==> src/hw/rtl/scdt_pkg.sv <==
// shared types, constants and helper functions of the servo command unit
`timescale 1ns / 1ps
`default_nettype none

package scdt_pkg;

  localparam int ID_W   = 4;
  localparam int POS_W  = 10;
  localparam int TGT_W  = 16;
  localparam int TS_W   = 32;
  localparam int TIME_W = 10;

  // register indexes on the configuration port
  localparam logic REG_DEADZONE = 1'b0;
  localparam logic REG_CENTER   = 1'b1;

  localparam logic [POS_W-1:0] DEADZONE_RESET = 10'd5;
  localparam logic [POS_W-1:0] CENTER_RESET   = 10'd500;

  // distance thresholds and move durations
  localparam logic [POS_W-1:0]  DIST_SHORT = 10'd50;
  localparam logic [POS_W-1:0]  DIST_MID   = 10'd200;
  localparam logic [POS_W-1:0]  DIST_FAR   = 10'd300;
  localparam logic [TIME_W-1:0] TIME_SHORT = 10'd1;
  localparam logic [TIME_W-1:0] TIME_MID   = 10'd300;
  localparam logic [TIME_W-1:0] TIME_LONG  = 10'd600;
  localparam logic [TIME_W-1:0] TIME_FAR   = 10'd800;

  localparam logic [TS_W-1:0] MOVE_SETTLE  = 32'd50;
  localparam logic [TS_W-1:0] RESET_SETTLE = 32'd100;

  localparam int QUEUE_DEPTH = 2;

  // command kinds
  localparam logic KIND_MOVE  = 1'b0;
  localparam logic KIND_RESET = 1'b1;

  // classified command handed from the front to the back
  typedef struct packed {
    logic              kind;
    logic [ID_W-1:0]   id;
    logic [POS_W-1:0]  pos;
    logic [TS_W-1:0]   now;
    logic              recording;
  } cmd_t;

  function automatic logic [POS_W-1:0] abs_diff(input logic [POS_W-1:0] a,
                                                input logic [POS_W-1:0] b);
    abs_diff = (a > b) ? (a - b) : (b - a);
  endfunction

  function automatic logic [TIME_W-1:0] time_for(input logic [POS_W-1:0] gap);
    if (gap < DIST_SHORT) begin
      time_for = TIME_SHORT;
    end else if (gap < DIST_MID) begin
      time_for = TIME_MID;
    end else begin
      time_for = TIME_LONG;
    end
  endfunction

endpackage

`default_nettype wire

==> src/hw/rtl/scdt_in_if.sv <==
// input channel carrying one servo command item
`timescale 1ns / 1ps
`default_nettype none

interface scdt_in_if;
  logic                      valid;
  logic                      ready;
  logic                      kind;
  logic [scdt_pkg::ID_W-1:0]  servo_id;
  logic signed [scdt_pkg::TGT_W-1:0] target;
  logic [scdt_pkg::TS_W-1:0]  now_ms;
  logic                      playing;
  logic                      recording;

  modport source (output valid, kind, servo_id, target, now_ms, playing, recording,
                  input ready);
  modport sink (input valid, kind, servo_id, target, now_ms, playing, recording,
                output ready);
endinterface

`default_nettype wire

==> src/hw/rtl/scdt_out_if.sv <==
// output channel carrying one servo command result
`timescale 1ns / 1ps
`default_nettype none

interface scdt_out_if;
  logic                         valid;
  logic                         ready;
  logic [scdt_pkg::ID_W-1:0]    out_id;
  logic [scdt_pkg::POS_W-1:0]   out_position;
  logic [scdt_pkg::TIME_W-1:0]  move_time;
  logic [scdt_pkg::TS_W-1:0]    end_time;
  logic                         record;
  logic                         last;

  modport source (output valid, out_id, out_position, move_time, end_time, record, last,
                  input ready);
  modport sink (input valid, out_id, out_position, move_time, end_time, record, last,
                output ready);
endinterface

`default_nettype wire

==> src/hw/rtl/scdt_front.sv <==
// front end: accepts items, drops the ones that can never act, clamps targets
`timescale 1ns / 1ps
`default_nettype none

module scdt_front #(
  parameter int NUM_SERVOS   = 8,
  parameter int MAX_POSITION = 1000
) (
  scdt_in_if.sink          cmd,
  input  wire logic        q_full,
  output logic             push,
  output scdt_pkg::cmd_t   push_cmd
);

  logic                          id_ok;
  logic                          keep;
  logic [scdt_pkg::POS_W-1:0]    pos;

  assign cmd.ready = !q_full;

  assign id_ok = (cmd.servo_id != '0) &&
                 ({1'b0, cmd.servo_id} <= (scdt_pkg::ID_W+1)'(NUM_SERVOS));

  // reset items go through even while playing
  assign keep = (cmd.kind == scdt_pkg::KIND_RESET) || (!cmd.playing && id_ok);

  always_comb begin
    if (cmd.target[scdt_pkg::TGT_W-1]) begin
      pos = '0;
    end else if (cmd.target > scdt_pkg::TGT_W'(MAX_POSITION)) begin
      pos = scdt_pkg::POS_W'(MAX_POSITION);
    end else begin
      pos = cmd.target[scdt_pkg::POS_W-1:0];
    end
  end

  assign push = cmd.valid && !q_full && keep;

  always_comb begin
    push_cmd.kind      = cmd.kind;
    push_cmd.id        = cmd.servo_id;
    push_cmd.pos       = pos;
    push_cmd.now       = cmd.now_ms;
    push_cmd.recording = cmd.recording;
  end

endmodule

`default_nettype wire

==> src/hw/rtl/scdt_queue.sv <==
// short command queue between the front and the back
`timescale 1ns / 1ps
`default_nettype none

module scdt_queue (
  input  wire logic            clk,
  input  wire logic            rst,
  input  wire logic            push,
  input  scdt_pkg::cmd_t       push_cmd,
  output logic                 full,
  output logic                 head_valid,
  input  wire logic            pop,
  output scdt_pkg::cmd_t       head_cmd
);

  localparam int PW = (scdt_pkg::QUEUE_DEPTH > 1) ? $clog2(scdt_pkg::QUEUE_DEPTH) : 1;
  localparam int CW = $clog2(scdt_pkg::QUEUE_DEPTH + 1);

  scdt_pkg::cmd_t  entries [scdt_pkg::QUEUE_DEPTH];
  logic [PW-1:0]   wr_ptr;
  logic [PW-1:0]   rd_ptr;
  logic [CW-1:0]   count;
  logic            do_push;
  logic            do_pop;

  assign full       = (count == CW'(scdt_pkg::QUEUE_DEPTH));
  assign head_valid = (count != '0);
  assign head_cmd   = entries[rd_ptr];
  assign do_push    = push && !full;
  assign do_pop     = pop && head_valid;

  always_ff @(posedge clk) begin
    if (do_push) begin
      entries[wr_ptr] <= push_cmd;
    end
  end

  always_ff @(posedge clk) begin
    if (rst) begin
      wr_ptr <= '0;
      rd_ptr <= '0;
      count  <= '0;
    end else begin
      if (do_push) begin
        wr_ptr <= (wr_ptr == PW'(scdt_pkg::QUEUE_DEPTH - 1)) ? '0 : wr_ptr + 1'b1;
      end
      if (do_pop) begin
        rd_ptr <= (rd_ptr == PW'(scdt_pkg::QUEUE_DEPTH - 1)) ? '0 : rd_ptr + 1'b1;
      end
      case ({do_push, do_pop})
        2'b10:   count <= count + 1'b1;
        2'b01:   count <= count - 1'b1;
        default: count <= count;
      endcase
    end
  end

endmodule

`default_nettype wire

==> src/hw/rtl/scdt_back.sv <==
// back end: holds servo positions, applies the deadzone and emits commands
`timescale 1ns / 1ps
`default_nettype none

module scdt_back #(
  parameter int NUM_SERVOS   = 8,
  parameter int MAX_POSITION = 1000
) (
  input  wire logic                        clk,
  input  wire logic                        rst,
  input  wire logic [scdt_pkg::POS_W-1:0]  deadzone,
  input  wire logic [scdt_pkg::POS_W-1:0]  center_cfg,
  input  wire logic                        head_valid,
  input  scdt_pkg::cmd_t                   head_cmd,
  output logic                             pop,
  scdt_out_if.source                       res
);

  localparam int IW = (NUM_SERVOS > 1) ? $clog2(NUM_SERVOS) : 1;
  localparam logic [scdt_pkg::POS_W-1:0] MAX_POS = scdt_pkg::POS_W'(MAX_POSITION);
  localparam logic [scdt_pkg::POS_W-1:0] START_POS =
    (scdt_pkg::CENTER_RESET > MAX_POS) ? MAX_POS : scdt_pkg::CENTER_RESET;

  typedef enum logic [3:0] {
    S_IDLE = 4'b0001,
    S_MOVE = 4'b0010,
    S_SCAN = 4'b0100,
    S_EMIT = 4'b1000
  } state_t;

  state_t                          state;
  scdt_pkg::cmd_t                  cur;
  logic [scdt_pkg::POS_W-1:0]      stored [NUM_SERVOS];
  logic [IW-1:0]                   cnt;
  logic [scdt_pkg::POS_W-1:0]      max_dist;

  logic                            out_vld;
  logic [scdt_pkg::ID_W-1:0]       o_id;
  logic [scdt_pkg::POS_W-1:0]      o_pos;
  logic [scdt_pkg::TIME_W-1:0]     o_time;
  logic [scdt_pkg::TS_W-1:0]       o_end;
  logic                            o_rec;
  logic                            o_last;

  logic [scdt_pkg::POS_W-1:0]      center;
  logic [IW-1:0]                   mv_idx;
  logic [scdt_pkg::ID_W-1:0]       id_minus1;
  logic [scdt_pkg::POS_W-1:0]      mv_dist;
  logic [scdt_pkg::TIME_W-1:0]     mv_time;
  logic [scdt_pkg::POS_W-1:0]      scan_dist;
  logic [scdt_pkg::TIME_W-1:0]     rs_time;
  logic                            out_free;
  logic                            cnt_last;
  logic                            emit;

  assign center    = (center_cfg > MAX_POS) ? MAX_POS : center_cfg;
  assign id_minus1 = cur.id - 1'b1;
  assign mv_idx    = id_minus1[IW-1:0];
  assign mv_dist   = scdt_pkg::abs_diff(cur.pos, stored[mv_idx]);
  assign scan_dist = scdt_pkg::abs_diff(center, stored[cnt]);
  assign rs_time   = scdt_pkg::time_for(max_dist);
  assign out_free  = !out_vld || res.ready;
  assign cnt_last  = (cnt == IW'(NUM_SERVOS - 1));
  assign pop       = (state == S_IDLE) && head_valid;
  assign emit      = out_free && (((state == S_MOVE) && (mv_dist > deadzone)) ||
                                  (state == S_EMIT));

  // far moves get a minimum duration, reset does not
  always_comb begin
    mv_time = scdt_pkg::time_for(mv_dist);
    if (mv_dist > scdt_pkg::DIST_FAR && mv_time < scdt_pkg::TIME_FAR) begin
      mv_time = scdt_pkg::TIME_FAR;
    end
  end

  always_ff @(posedge clk) begin
    if (rst) begin
      state   <= S_IDLE;
      out_vld <= 1'b0;
      cnt     <= '0;
      for (int i = 0; i < NUM_SERVOS; i++) begin
        stored[i] <= START_POS;
      end
    end else begin
      if (emit) begin
        out_vld <= 1'b1;
      end else if (res.ready) begin
        out_vld <= 1'b0;
      end
      case (state)
        S_IDLE: begin
          if (head_valid) begin
            cur      <= head_cmd;
            cnt      <= '0;
            max_dist <= '0;
            state    <= (head_cmd.kind == scdt_pkg::KIND_RESET) ? S_SCAN : S_MOVE;
          end
        end
        S_MOVE: begin
          if (mv_dist <= deadzone) begin
            state <= S_IDLE;
          end else if (out_free) begin
            o_id           <= cur.id;
            o_pos          <= cur.pos;
            o_time         <= mv_time;
            o_end          <= cur.now + scdt_pkg::TS_W'(mv_time) + scdt_pkg::MOVE_SETTLE;
            o_rec          <= cur.recording;
            o_last         <= 1'b1;
            stored[mv_idx] <= cur.pos;
            state          <= S_IDLE;
          end
        end
        S_SCAN: begin
          // one servo per cycle for the largest distance to center
          if (scan_dist > max_dist) begin
            max_dist <= scan_dist;
          end
          if (cnt_last) begin
            cnt   <= '0;
            state <= S_EMIT;
          end else begin
            cnt <= cnt + 1'b1;
          end
        end
        S_EMIT: begin
          if (out_free) begin
            o_id        <= scdt_pkg::ID_W'({1'b0, cnt} + 1'b1);
            o_pos       <= center;
            o_time      <= rs_time;
            o_end       <= cur.now + scdt_pkg::TS_W'(rs_time) + scdt_pkg::RESET_SETTLE;
            o_rec       <= cnt_last ? cur.recording : 1'b0;
            o_last      <= cnt_last;
            stored[cnt] <= center;
            if (cnt_last) begin
              state <= S_IDLE;
            end else begin
              cnt <= cnt + 1'b1;
            end
          end
        end
        default: state <= S_IDLE;
      endcase
    end
  end

  assign res.valid        = out_vld;
  assign res.out_id       = o_id;
  assign res.out_position = o_pos;
  assign res.move_time    = o_time;
  assign res.end_time     = o_end;
  assign res.record       = o_rec;
  assign res.last         = o_last;

endmodule

`default_nettype wire

==> src/hw/rtl/servo_command_deadzone_timer_unit.sv <==
// top level of the servo command conditioner with its configuration registers
//
// Items enter on cmd (valid/ready). A move item names a servo and a target;
// a reset item sends every servo to the center position. Results leave on res
// (valid/ready), each one command for one servo, with last set on the final
// result of an item. Moves that are played back, address no servo or stay
// within the deadzone give no result.
// The front classifies and clamps in the accept cycle and pushes into a
// two-entry queue, so cmd.ready only drops when the queue is full.
// The back takes a queued move in its idle state and evaluates it in the
// move state that follows, so it takes no new item until the move is done;
// the result is registered. A reset scans the stored positions one servo a
// cycle, then emits one result a cycle while the output register is free.
// Results sit in an output register; while res.ready is low the back holds
// its work and the queue keeps taking items until it is full.
// Synchronous reset empties the queue, drops any pending result, sets the
// registers to deadzone 5 and center 500 and every stored position to center.
// Registers: deadzone at byte address 0, center at 4 (APB, no wait).
`timescale 1ns / 1ps
`default_nettype none

module servo_command_deadzone_timer_unit #(
  parameter int NUM_SERVOS   = 8,
  parameter int MAX_POSITION = 1000
) (
  input  wire logic         clk,
  input  wire logic         rst,
  scdt_in_if.sink           cmd,
  scdt_out_if.source        res,
  input  wire logic         psel,
  input  wire logic         penable,
  input  wire logic         pwrite,
  input  wire logic [2:0]   paddr,
  input  wire logic [31:0]  pwdata,
  output logic [31:0]       prdata,
  output logic              pready
);

  logic [scdt_pkg::POS_W-1:0] deadzone;
  logic [scdt_pkg::POS_W-1:0] center_cfg;
  logic                       push;
  scdt_pkg::cmd_t             push_cmd;
  logic                       q_full;
  logic                       head_valid;
  logic                       pop;
  scdt_pkg::cmd_t             head_cmd;

  assign pready = 1'b1;

  always_ff @(posedge clk) begin
    if (rst) begin
      deadzone   <= scdt_pkg::DEADZONE_RESET;
      center_cfg <= scdt_pkg::CENTER_RESET;
    end else if (psel && penable && pwrite) begin
      case (paddr[2])
        scdt_pkg::REG_DEADZONE: deadzone   <= pwdata[scdt_pkg::POS_W-1:0];
        scdt_pkg::REG_CENTER:   center_cfg <= pwdata[scdt_pkg::POS_W-1:0];
        default:                deadzone   <= deadzone;
      endcase
    end
  end

  always_comb begin
    case (paddr[2])
      scdt_pkg::REG_DEADZONE: prdata = 32'(deadzone);
      scdt_pkg::REG_CENTER:   prdata = 32'(center_cfg);
      default:                prdata = '0;
    endcase
  end

  scdt_front #(
    .NUM_SERVOS   (NUM_SERVOS),
    .MAX_POSITION (MAX_POSITION)
  ) u_front (
    .cmd      (cmd),
    .q_full   (q_full),
    .push     (push),
    .push_cmd (push_cmd)
  );

  scdt_queue u_queue (
    .clk        (clk),
    .rst        (rst),
    .push       (push),
    .push_cmd   (push_cmd),
    .full       (q_full),
    .head_valid (head_valid),
    .pop        (pop),
    .head_cmd   (head_cmd)
  );

  scdt_back #(
    .NUM_SERVOS   (NUM_SERVOS),
    .MAX_POSITION (MAX_POSITION)
  ) u_back (
    .clk        (clk),
    .rst        (rst),
    .deadzone   (deadzone),
    .center_cfg (center_cfg),
    .head_valid (head_valid),
    .head_cmd   (head_cmd),
    .pop        (pop),
    .res        (res)
  );

endmodule

`default_nettype wire
==> src/flat_wrapper.sv <==
// flat-port wrapper written by rule: the top's interface ports become plain ports
module servo_command_deadzone_timer_unit_flat 
#(
  parameter int NUM_SERVOS   = 8,
  parameter int MAX_POSITION = 1000
)
  (clk, rst, psel, penable, pwrite, paddr, pwdata, prdata, pready, cmd_valid, cmd_kind, cmd_servo_id, cmd_target, cmd_now_ms, cmd_playing, cmd_recording, cmd_ready, res_valid, res_out_id, res_out_position, res_move_time, res_end_time, res_record, res_last, res_ready);
  scdt_in_if cmd_i ();
  scdt_out_if res_i ();
  input  wire logic clk;
  input  wire logic rst;
  input  wire logic psel;
  input  wire logic penable;
  input  wire logic pwrite;
  input  wire logic [2:0] paddr;
  input  wire logic [31:0] pwdata;
  output logic [31:0] prdata;
  output logic pready;
  input wire logic [$bits(cmd_i.valid)-1:0] cmd_valid;
  input wire logic [$bits(cmd_i.kind)-1:0] cmd_kind;
  input wire logic [$bits(cmd_i.servo_id)-1:0] cmd_servo_id;
  input wire logic [$bits(cmd_i.target)-1:0] cmd_target;
  input wire logic [$bits(cmd_i.now_ms)-1:0] cmd_now_ms;
  input wire logic [$bits(cmd_i.playing)-1:0] cmd_playing;
  input wire logic [$bits(cmd_i.recording)-1:0] cmd_recording;
  output wire logic [$bits(cmd_i.ready)-1:0] cmd_ready;
  output wire logic [$bits(res_i.valid)-1:0] res_valid;
  output wire logic [$bits(res_i.out_id)-1:0] res_out_id;
  output wire logic [$bits(res_i.out_position)-1:0] res_out_position;
  output wire logic [$bits(res_i.move_time)-1:0] res_move_time;
  output wire logic [$bits(res_i.end_time)-1:0] res_end_time;
  output wire logic [$bits(res_i.record)-1:0] res_record;
  output wire logic [$bits(res_i.last)-1:0] res_last;
  input wire logic [$bits(res_i.ready)-1:0] res_ready;
  assign cmd_i.valid = cmd_valid;
  assign cmd_i.kind = cmd_kind;
  assign cmd_i.servo_id = cmd_servo_id;
  assign cmd_i.target = cmd_target;
  assign cmd_i.now_ms = cmd_now_ms;
  assign cmd_i.playing = cmd_playing;
  assign cmd_i.recording = cmd_recording;
  assign cmd_ready = cmd_i.ready;
  assign res_valid = res_i.valid;
  assign res_out_id = res_i.out_id;
  assign res_out_position = res_i.out_position;
  assign res_move_time = res_i.move_time;
  assign res_end_time = res_i.end_time;
  assign res_record = res_i.record;
  assign res_last = res_i.last;
  assign res_i.ready = res_ready;
  servo_command_deadzone_timer_unit #(.NUM_SERVOS(NUM_SERVOS), .MAX_POSITION(MAX_POSITION)) u_core (.clk(clk), .rst(rst), .cmd(cmd_i), .res(res_i), .psel(psel), .penable(penable), .pwrite(pwrite), .paddr(paddr), .pwdata(pwdata), .prdata(prdata), .pready(pready));
endmodule
==> config.mk <==
export PLATFORM = sky130hd
export DESIGN_NAME = servo_command_deadzone_timer_unit_flat
export DESIGN_NICKNAME = d
export VERILOG_FILES = /design/src/hw/rtl/scdt_pkg.sv /design/src/hw/rtl/scdt_in_if.sv /design/src/hw/rtl/scdt_out_if.sv /design/src/hw/rtl/scdt_front.sv /design/src/hw/rtl/scdt_queue.sv /design/src/hw/rtl/scdt_back.sv /design/src/hw/rtl/servo_command_deadzone_timer_unit.sv /design/src/flat_wrapper.sv
export SDC_FILE = /design/constraint.sdc
export NUM_CORES = 1
export LEC_CHECK = 0
export BUFFER_PORTS_ARGS = -buffer_cell sky130_fd_sc_hd__clkbuf_2
export CORE_ASPECT_RATIO = 1.4
export CORE_MARGIN = 2
export CORE_UTILIZATION = 30
export DETAILED_ROUTE_END_ITERATION = 16
export PLACE_DENSITY = 0.49
export SLEW_MARGIN = 20
export SYNTH_ARGS = -nofsm -noshare
export SYNTH_HDL_FRONTEND = slang
export SYNTH_HIERARCHICAL = 1
export SYNTH_SLANG_ARGS = --single-unit
==> constraint.sdc <==
create_clock -name clk -period 19.4 [get_ports clk]
set_input_delay 1.94 -clock clk [delete_from_list [all_inputs] [get_ports clk]]
set_output_delay 1.94 -clock clk [all_outputs]
set_load 0.02 [all_outputs]
### Word-level counts from Yosys, hierarchy flattened

Memory sizes are Yosys's and may differ from the RTL's. A register that Yosys moved wholly into a read port is not among the register bits.
Index checks and enable logic that the tools add are counted.

* equal/unequal tests: 17
* multiplexer cells: 79
* add/subtract/negate cells: 15
* bitwise gates (word level): 2
* reduce and logical (&&, ||, !) cells: 34
* order comparisons: 14

Operators with widths (count)
* $mux 10: 20
* $pmux 32 s2: 2
* $mux 32: 3
* $add 32x10->32: 2
* $pmux 10 s2: 3
* $gt 10x10->1: 4
* $sub 10x10->10: 4
* $mux 4: 9
* $add 32x6->32 const B: 1
* $add 32x7->32 const B: 1
* $mux 1: 27
* $mux 3: 9
* $lt 10x6->1 const B: 2
* $lt 10x8->1 const B: 2
* $reduce_or 10->1: 2
* $gt 16x11->1 const B: 1
* $ne 2x2->1 const B: 8
* $pmux 4 s4: 1
* $logic_and 1x1->1: 12
* $gt 10x10->1 const B: 1
* $gt 10x9->1 const B: 1
* $le 10x10->1: 1
* $lt 10x10->1 const B: 1
* $reduce_and 5->1: 2
* 28 further kinds: 42

* register bits: 147
* memories: 2
* memory bits (writable): 176
* input bits: 97

Memories
* u_core.u_queue.entries: depth 2, width 48, read ports 1, clocked after memory_dff 1, write ports 1, RTL line scdt_queue.sv:19 `scdt_pkg::cmd_t entries [scdt_pkg::QUEUE_DEPTH];`
* u_core.u_back.stored: depth 8, width 10, read ports 2, clocked after memory_dff 1, write ports 8, RTL line scdt_back.sv:33 `logic [scdt_pkg::POS_W-1:0] stored [NUM_SERVOS];`

### Depth between registers and ports, before layout

An unclocked memory read counts as a cell.

* depth in word-level cells: 15
* gate-level depth with buffers: 32
* depth with buffers taken out: 29

### Cells and area by module

Netlist, hierarchy kept.

By module, submodules not included
* scdt_back: instances 1, area an instance 12724.7 sq um, cells each 1119
* scdt_queue: instances 1, area an instance 3674.8 sq um, cells each 175
* servo_command_deadzone_timer_unit: instances 1, area an instance 1148.6 sq um, cells each 121
* scdt_front: instances 1, area an instance 452.9 sq um, cells each 61

### Worst setup path after synthesis

Ideal clock, no wire load.

* path type: reg-to-reg
* start point: register u_core/u_back/cur[43] in the netlist's numbering
* end point: register u_core.u_back.o_end, in the netlist u_core/u_back/res.end_time[0], enable pin
* stages on the path, launching flop included: 27
* setup slack: 9.897 ns
* clock period less this slack: 9.503 ns
* setup time: 0.548 ns
* data arrival time: 8.955 ns
* path through: edfxtp_1 clkbuf_1 inv_1 ha_1 clkbuf_1 mux4_2 mux2i_1 inv_1 ha_1 inv_1 fa_1 a21o_1 nand4_1 and3_1 buf_2 nor2_4 mux2_2 xnor2_2 inv_1 ha_1 a21oi_1 nand2_1 and3_1 mux2i_1 a32oi_4 nand2_1 a21boi_0

* cells in the longest elaborated chain, start to end: 7
* elaborated cells on any way between the ends: 9
* classes of those cells: add/sub: 3; order compare: 2; eq/ne: 1; mux: 1; reduce/logical: 1; memory: 1

RTL lines
* start: declaration: RTL line scdt_back.sv:32 `scdt_pkg::cmd_t cur;`
* start signal: assignment: RTL line scdt_back.sv:93 `cur <= head_cmd;`
* $sub 3x1->3 *: RTL line scdt_back.sv:57 `assign id_minus1 = cur.id - 1'b1;`
* $mem_v2 8x10 *
* $sub 10x10->10 / $gt 10x10->1 (equally long branches): RTL line scdt_pkg.sv:49 `abs_diff = (a > b) ? (a - b) : (b - a);`
* $mux 10 *: RTL line scdt_pkg.sv:49
* $le 10x10->1 *: RTL line scdt_back.sv:100 `if (mv_dist <= deadzone) begin`
* $ne 2x2->1 (no line) *
* $reduce_and 5->1 (no line) *
* end signal: assignment: RTL line scdt_back.sv:106 `o_end <= cur.now + scdt_pkg::TS_W'(mv_time) + scdt_pkg::MOVE_SETTLE;`
* end signal: assignment: RTL line scdt_back.sv:130 `o_end <= cur.now + scdt_pkg::TS_W'(rs_time) + scdt_pkg::RESET_SETTLE;`
* end: declaration: RTL line scdt_back.sv:41 `logic [scdt_pkg::TS_W-1:0] o_end;`

Every way passes the cells marked *; elsewhere a longest branch is shown, timed or not.
A chain may end at the register's enable or synchronous reset.

### Worst setup path after layout

* start point: register u_core/u_back/cur[43] in the netlist's numbering
* end point: register u_core.u_back.o_end, in the netlist u_core/u_back/res.end_time[29], data pin

* cells in the longest elaborated chain, start to end: 15
* elaborated cells on any way between the ends: 19
* classes of those cells: add/sub: 5; order compare: 5; mux: 7; reduce/logical: 1; memory: 1

RTL lines
* $sub 3x1->3 *: RTL line scdt_back.sv:57
* $mem_v2 8x10 *
* $sub 10x10->10 / $gt 10x10->1 (equally long branches): RTL line scdt_pkg.sv:49
* $mux 10 *: RTL line scdt_pkg.sv:49
* $lt 10x8->1: RTL line scdt_pkg.sv:55 `end else if (gap < DIST_MID) begin`
* $mux 10: RTL line scdt_pkg.sv:55
* $mux 10: RTL line scdt_pkg.sv:53 `if (gap < DIST_SHORT) begin`
* $lt 10x10->1: RTL line scdt_back.sv:71 `if (mv_dist > scdt_pkg::DIST_FAR && mv_time < scdt_pkg::TIME_FAR) begin`
* $logic_and 1x1->1: RTL line scdt_back.sv:71
* $mux 10 *: RTL line scdt_back.sv:71
* $add 32x10->32 *: RTL line scdt_back.sv:106
* $add 32x6->32 *: RTL line scdt_back.sv:106
* $mux 32 *: RTL line scdt_back.sv:102 `end else if (out_free) begin`
* $mux 32 *: RTL line scdt_back.sv:100
* $pmux 32 s2 *: RTL line scdt_back.sv:90 `case (state)`

Every way passes the cells marked *; elsewhere a longest branch is shown, timed or not. The select of a mux whose other input is x is not followed.

==> metrics.md <==
| Metric | Value |
|---|---|
| Outcome | finished, final reports clean |
| DP HPWL | approximately 33000 um |
| Final worst path period share | 0.430 |
| Power density cells | 120 mW/mm^2 |
| Clk buf depth | 3 |
| Ys Warns | 6 |
| # hold bufs at CTS | 0 |
| Clock root buffer | clkbuf_16 |
| Nets | 1766 |
| CP arrival | 8630 ps |
| First-pass GRT wire length | 71100 um |
| Buffers & Inverters on Critical Path | 7 |
| Clk_skew | 26.5 ps |
| Total core area | ~0.060 sq mm |
| Die ar. | 0.0620 sq mm |
| Resize count post-CTS | 0 |
| Worst Setup End Kind | flop |
| # Post-CTS Setup Buffers | 0 |
| CP required | 19690 ps |
| Placement Rows | 106 |
| Slew Viols, Final | 0 |
| Max FO, Critical Path | 24 |
| Max stage delay cell, worst path | a311oi_2 |
| Clock Pin Slew Worst Setup and Hold Paths | 60 ps |
| Synth Flop Type | edfxtp_1 |
| Detailed Route Iter0 Violations | ~660 |
| Total GRT Usage | 0.151 |
| Die Span X | 211 um |
| Sequential share of the synthesized area | 0.519 |
| Die Height | about 290 um |
| Worst slew pin tran | 1120 ps |
| CTS tree | built |
| Post-synthesis cell area | 0.0180 sq mm |
| Initial antenna violation count | 0 |
| Async SR Flop Fraction | 0 |
| Share of post-route cells with drive strength above 1 | 0.214 |
| Seq cells post-synth | 323 |
| Number of setup violations in the final report | 0 |
| RSZ-0062 raised after global routing | no |
| Number of antenna diodes | 0 |
| Worst skew pair latency | 560 ps |
| Post-synth cell types | a little over 80 |
| Worst hold path type | reg2reg |
| Final hold vios | 0 |
| GRT overflow | 0 |
| Boundary pin count | 190 |
| Leak | 7.40 nW |
| Mapped Cells | 1476 |
| Post-route DRC | 0 |
| FMAX | 120 MHz |
| Number of H-tree levels | 2 |
| CP top delay family | compound AO/OA/AOI/OAI gates |
| IO buf count | 140 |
| Worst VDD drop | 74.9 uV |
| Crit start category | flop |
| Total Power | 2.43 mW |
| Crit-path max cell delay | 870 ps |
| Largest net degree at the start of global routing | 62 |
| Wirelength per Cell | approximately 20 um |
| Rel. slew slack | 0.252 |
| Placed inst area | 0.0191 sq mm |
| Worst setup path class | reg2reg |
| Drt total wl | about 46000 um |
| Initial Util | 0.302 |
| Vias in the first global route | 12100 |
| Antenna viol nets, final | 0 |
| Max-cap violations | 0 |
| Most used cell, CP | inv_1 |
| Post-Place Worst Slack | 11000 ps |
| Clock Sinks | about 320 |
| TNS Setup | 0 ps |
| First-pass DRT Iterations | 7 |
| Avg Vias per Cell | 5.01 |
| GP Congestion | 0.853 |
| Num CTS Buffers | 36 |
| Fin crit period | 8340 ps |
| EDFF count, synth | around 290 |
| Synth-to-layout area growth | 12.5% |
| Synth Area per Inst | 12.2 sq um |
| Setup WS post-layout | 11060 ps |
| Vias post-DR | 11800 |
| Post-route cell area | 0.0203 sq mm |
## synthesized netlist by cell type (6+ instances only)
cell / instances / share of area
edfxtp_1: 287 / 0.48
inv_1: 105 / 0.022
ha_1: 94 / 0.065
nand2_1: 73 / 0.015
nand3_1: 72 / 0.020
buf_4: 68 / 0.028
nor2_1: 66 / 0.014
mux2_2: 64 / 0.040
a21oi_1: 54 / 0.015
mux2i_1: 54 / 0.030
o21ai_0: 54 / 0.015
nor3_1: 46 / 0.013
mux4_2: 40 / 0.050
dfxtp_1: 36 / 0.040
nand2b_1: 34 / 0.012
xnor2_1: 34 / 0.017
clkbuf_1: 32 / 0.0067
a21o_1: 26 / 0.011
nand4_1: 17 / 0.0059
nor2b_1: 16 / 0.0056
xor2_1: 16 / 0.0078
buf_2: 14 / 0.0039
o21a_1: 14 / 0.0058
and3_1: 11 / 0.0038
or3_1: 10 / 0.0035
and2_1: 9 / 0.0031
nor4b_1: 9 / 0.0044
o21bai_1: 7 / 0.0029
a221oi_1: 6 / 0.0029
buf_6: 6 / 0.0038
## power breakdown
| group | total [mW] | switching [mW] | internal [mW] |
|---|---|---|---|
| Sequential | 0.897 | 0.0378 | 0.859 |
| Combinational | 0.865 | 0.528 | 0.337 |
| Clock | 0.664 | 0.284 | 0.380 |
| Total | 2.43 | 0.849 | 1.58 |
## cells in the final DEF (no fill, tap or decap), types with 6 or more instances in the layout
cell type and count:
a21o_1 26, a21oi_1 54, a221oi_1 6, and2_1 9, and3_1 10, buf_4 19
clkbuf_1 9, clkbuf_16 36, clkbuf_2 140, clkinv_1 10, conb_1 25, dfxtp_1 34
edfxtp_1 287, ha_1 94, inv_1 104, mux2_2 64, mux2i_1 54, mux4_2 40
nand2_1 73, nand2b_1 34, nand3_1 72, nand4_1 17, nor2_1 66, nor2b_1 15
nor3_1 46, nor4b_1 8, o21a_1 14, o21ai_0 52, o21bai_1 7, or3_1 10
xnor2_1 34, xor2_1 16
## metrics by stage
| stage | cells | hold WS [ps] | util |
|---|---|---|---|
| 5_1_grt | 2354 | 534 | 0.340 |
| 3_5_place_dp | 2288 | 492 | 0.321 |
| 4_1_cts | 2354 | 502 | 0.340 |
| 6_report | 2354 | 496 | 0.340 |
| 3_3_place_gp | 2288 | 469 | 0.321 |
| 2_1_floorplan | 1498 | 452 | - |
## area by class of cell
class                   instances  area [sq um]
flip-flops and latches        323          9340
fillers                      5884         39300
multi-input cells             944          7590
inverters                     106           398
clock buffers                  47           962
repair buffers                159           843
clock inverters                19           173
well taps                     756           946
## layer usage
metal  vias up  track usage  share of wire
met2       346        0.273           0.52
li1       5557            -              -
met1      5822        0.177           0.40
met5         -            0              0
met3        73       0.0250          0.056
met4         0       0.0579          0.029
## kinds of logic (layout without fill, tap and decap cells)
logic type               after synthesis  in the layout  synth area share
buffers and inverters                231            331            0.0664
adder cells (fa/ha/maj)               99             99            0.0709
multiplexers                         159            159             0.121
flip-flops                           323            323             0.519
other                                  3             25          0.000626
AO/OA/AOI/OAI                        216            216            0.0821
XOR/XNOR                              51             51            0.0252
AND/OR/NAND/NOR                      394            394             0.115
## path summary, 6_finish.rpt
kind | startpoint | to | slack, ps | depth (start not counted)
worst max-delay path | u_core/u_back/cur[43] | u_core/u_back/res.end_time[29] | 11060 | 28
worst min-delay path | u_core/deadzone[9] | u_core/deadzone[9] | 500 | 2
worst max register to register | u_core/u_back/cur[43] | u_core/u_back/res.end_time[29] | 11060 | 28
worst min register to register | u_core/deadzone[9] | u_core/deadzone[9] | 500 | 2
## worst min-delay path: stages (launching register included)
cell      delay, ps
dfxtp_1         320
nand2b_1         70
mux2i_1          60
## sequential cells by signal, summed over array words and instances, names as in the netlist, named ones only
signal / flops
u_core/u_back/res.valid: 1
u_core/u_back/cur: 47
u_core/deadzone: 10
u_core/u_back/state: 4
u_core/u_back/res.end_time: 32
u_core/u_queue/count: 2
u_core/center_cfg: 10
u_core/u_back/max_dist: 10
u_core/u_back/res.move_time: 6
u_core/u_queue/wr_ptr: 1
u_core/u_back/res.record: 1
u_core/u_queue/rd_ptr: 1
u_core/u_back/stored: 80
u_core/u_queue/entries: 96
u_core/u_back/res.last: 1
u_core/u_back/res.out_id: 4
u_core/u_back/cnt: 3
u_core/u_back/res.out_position: 10
(Power assumes the default switching activity.)
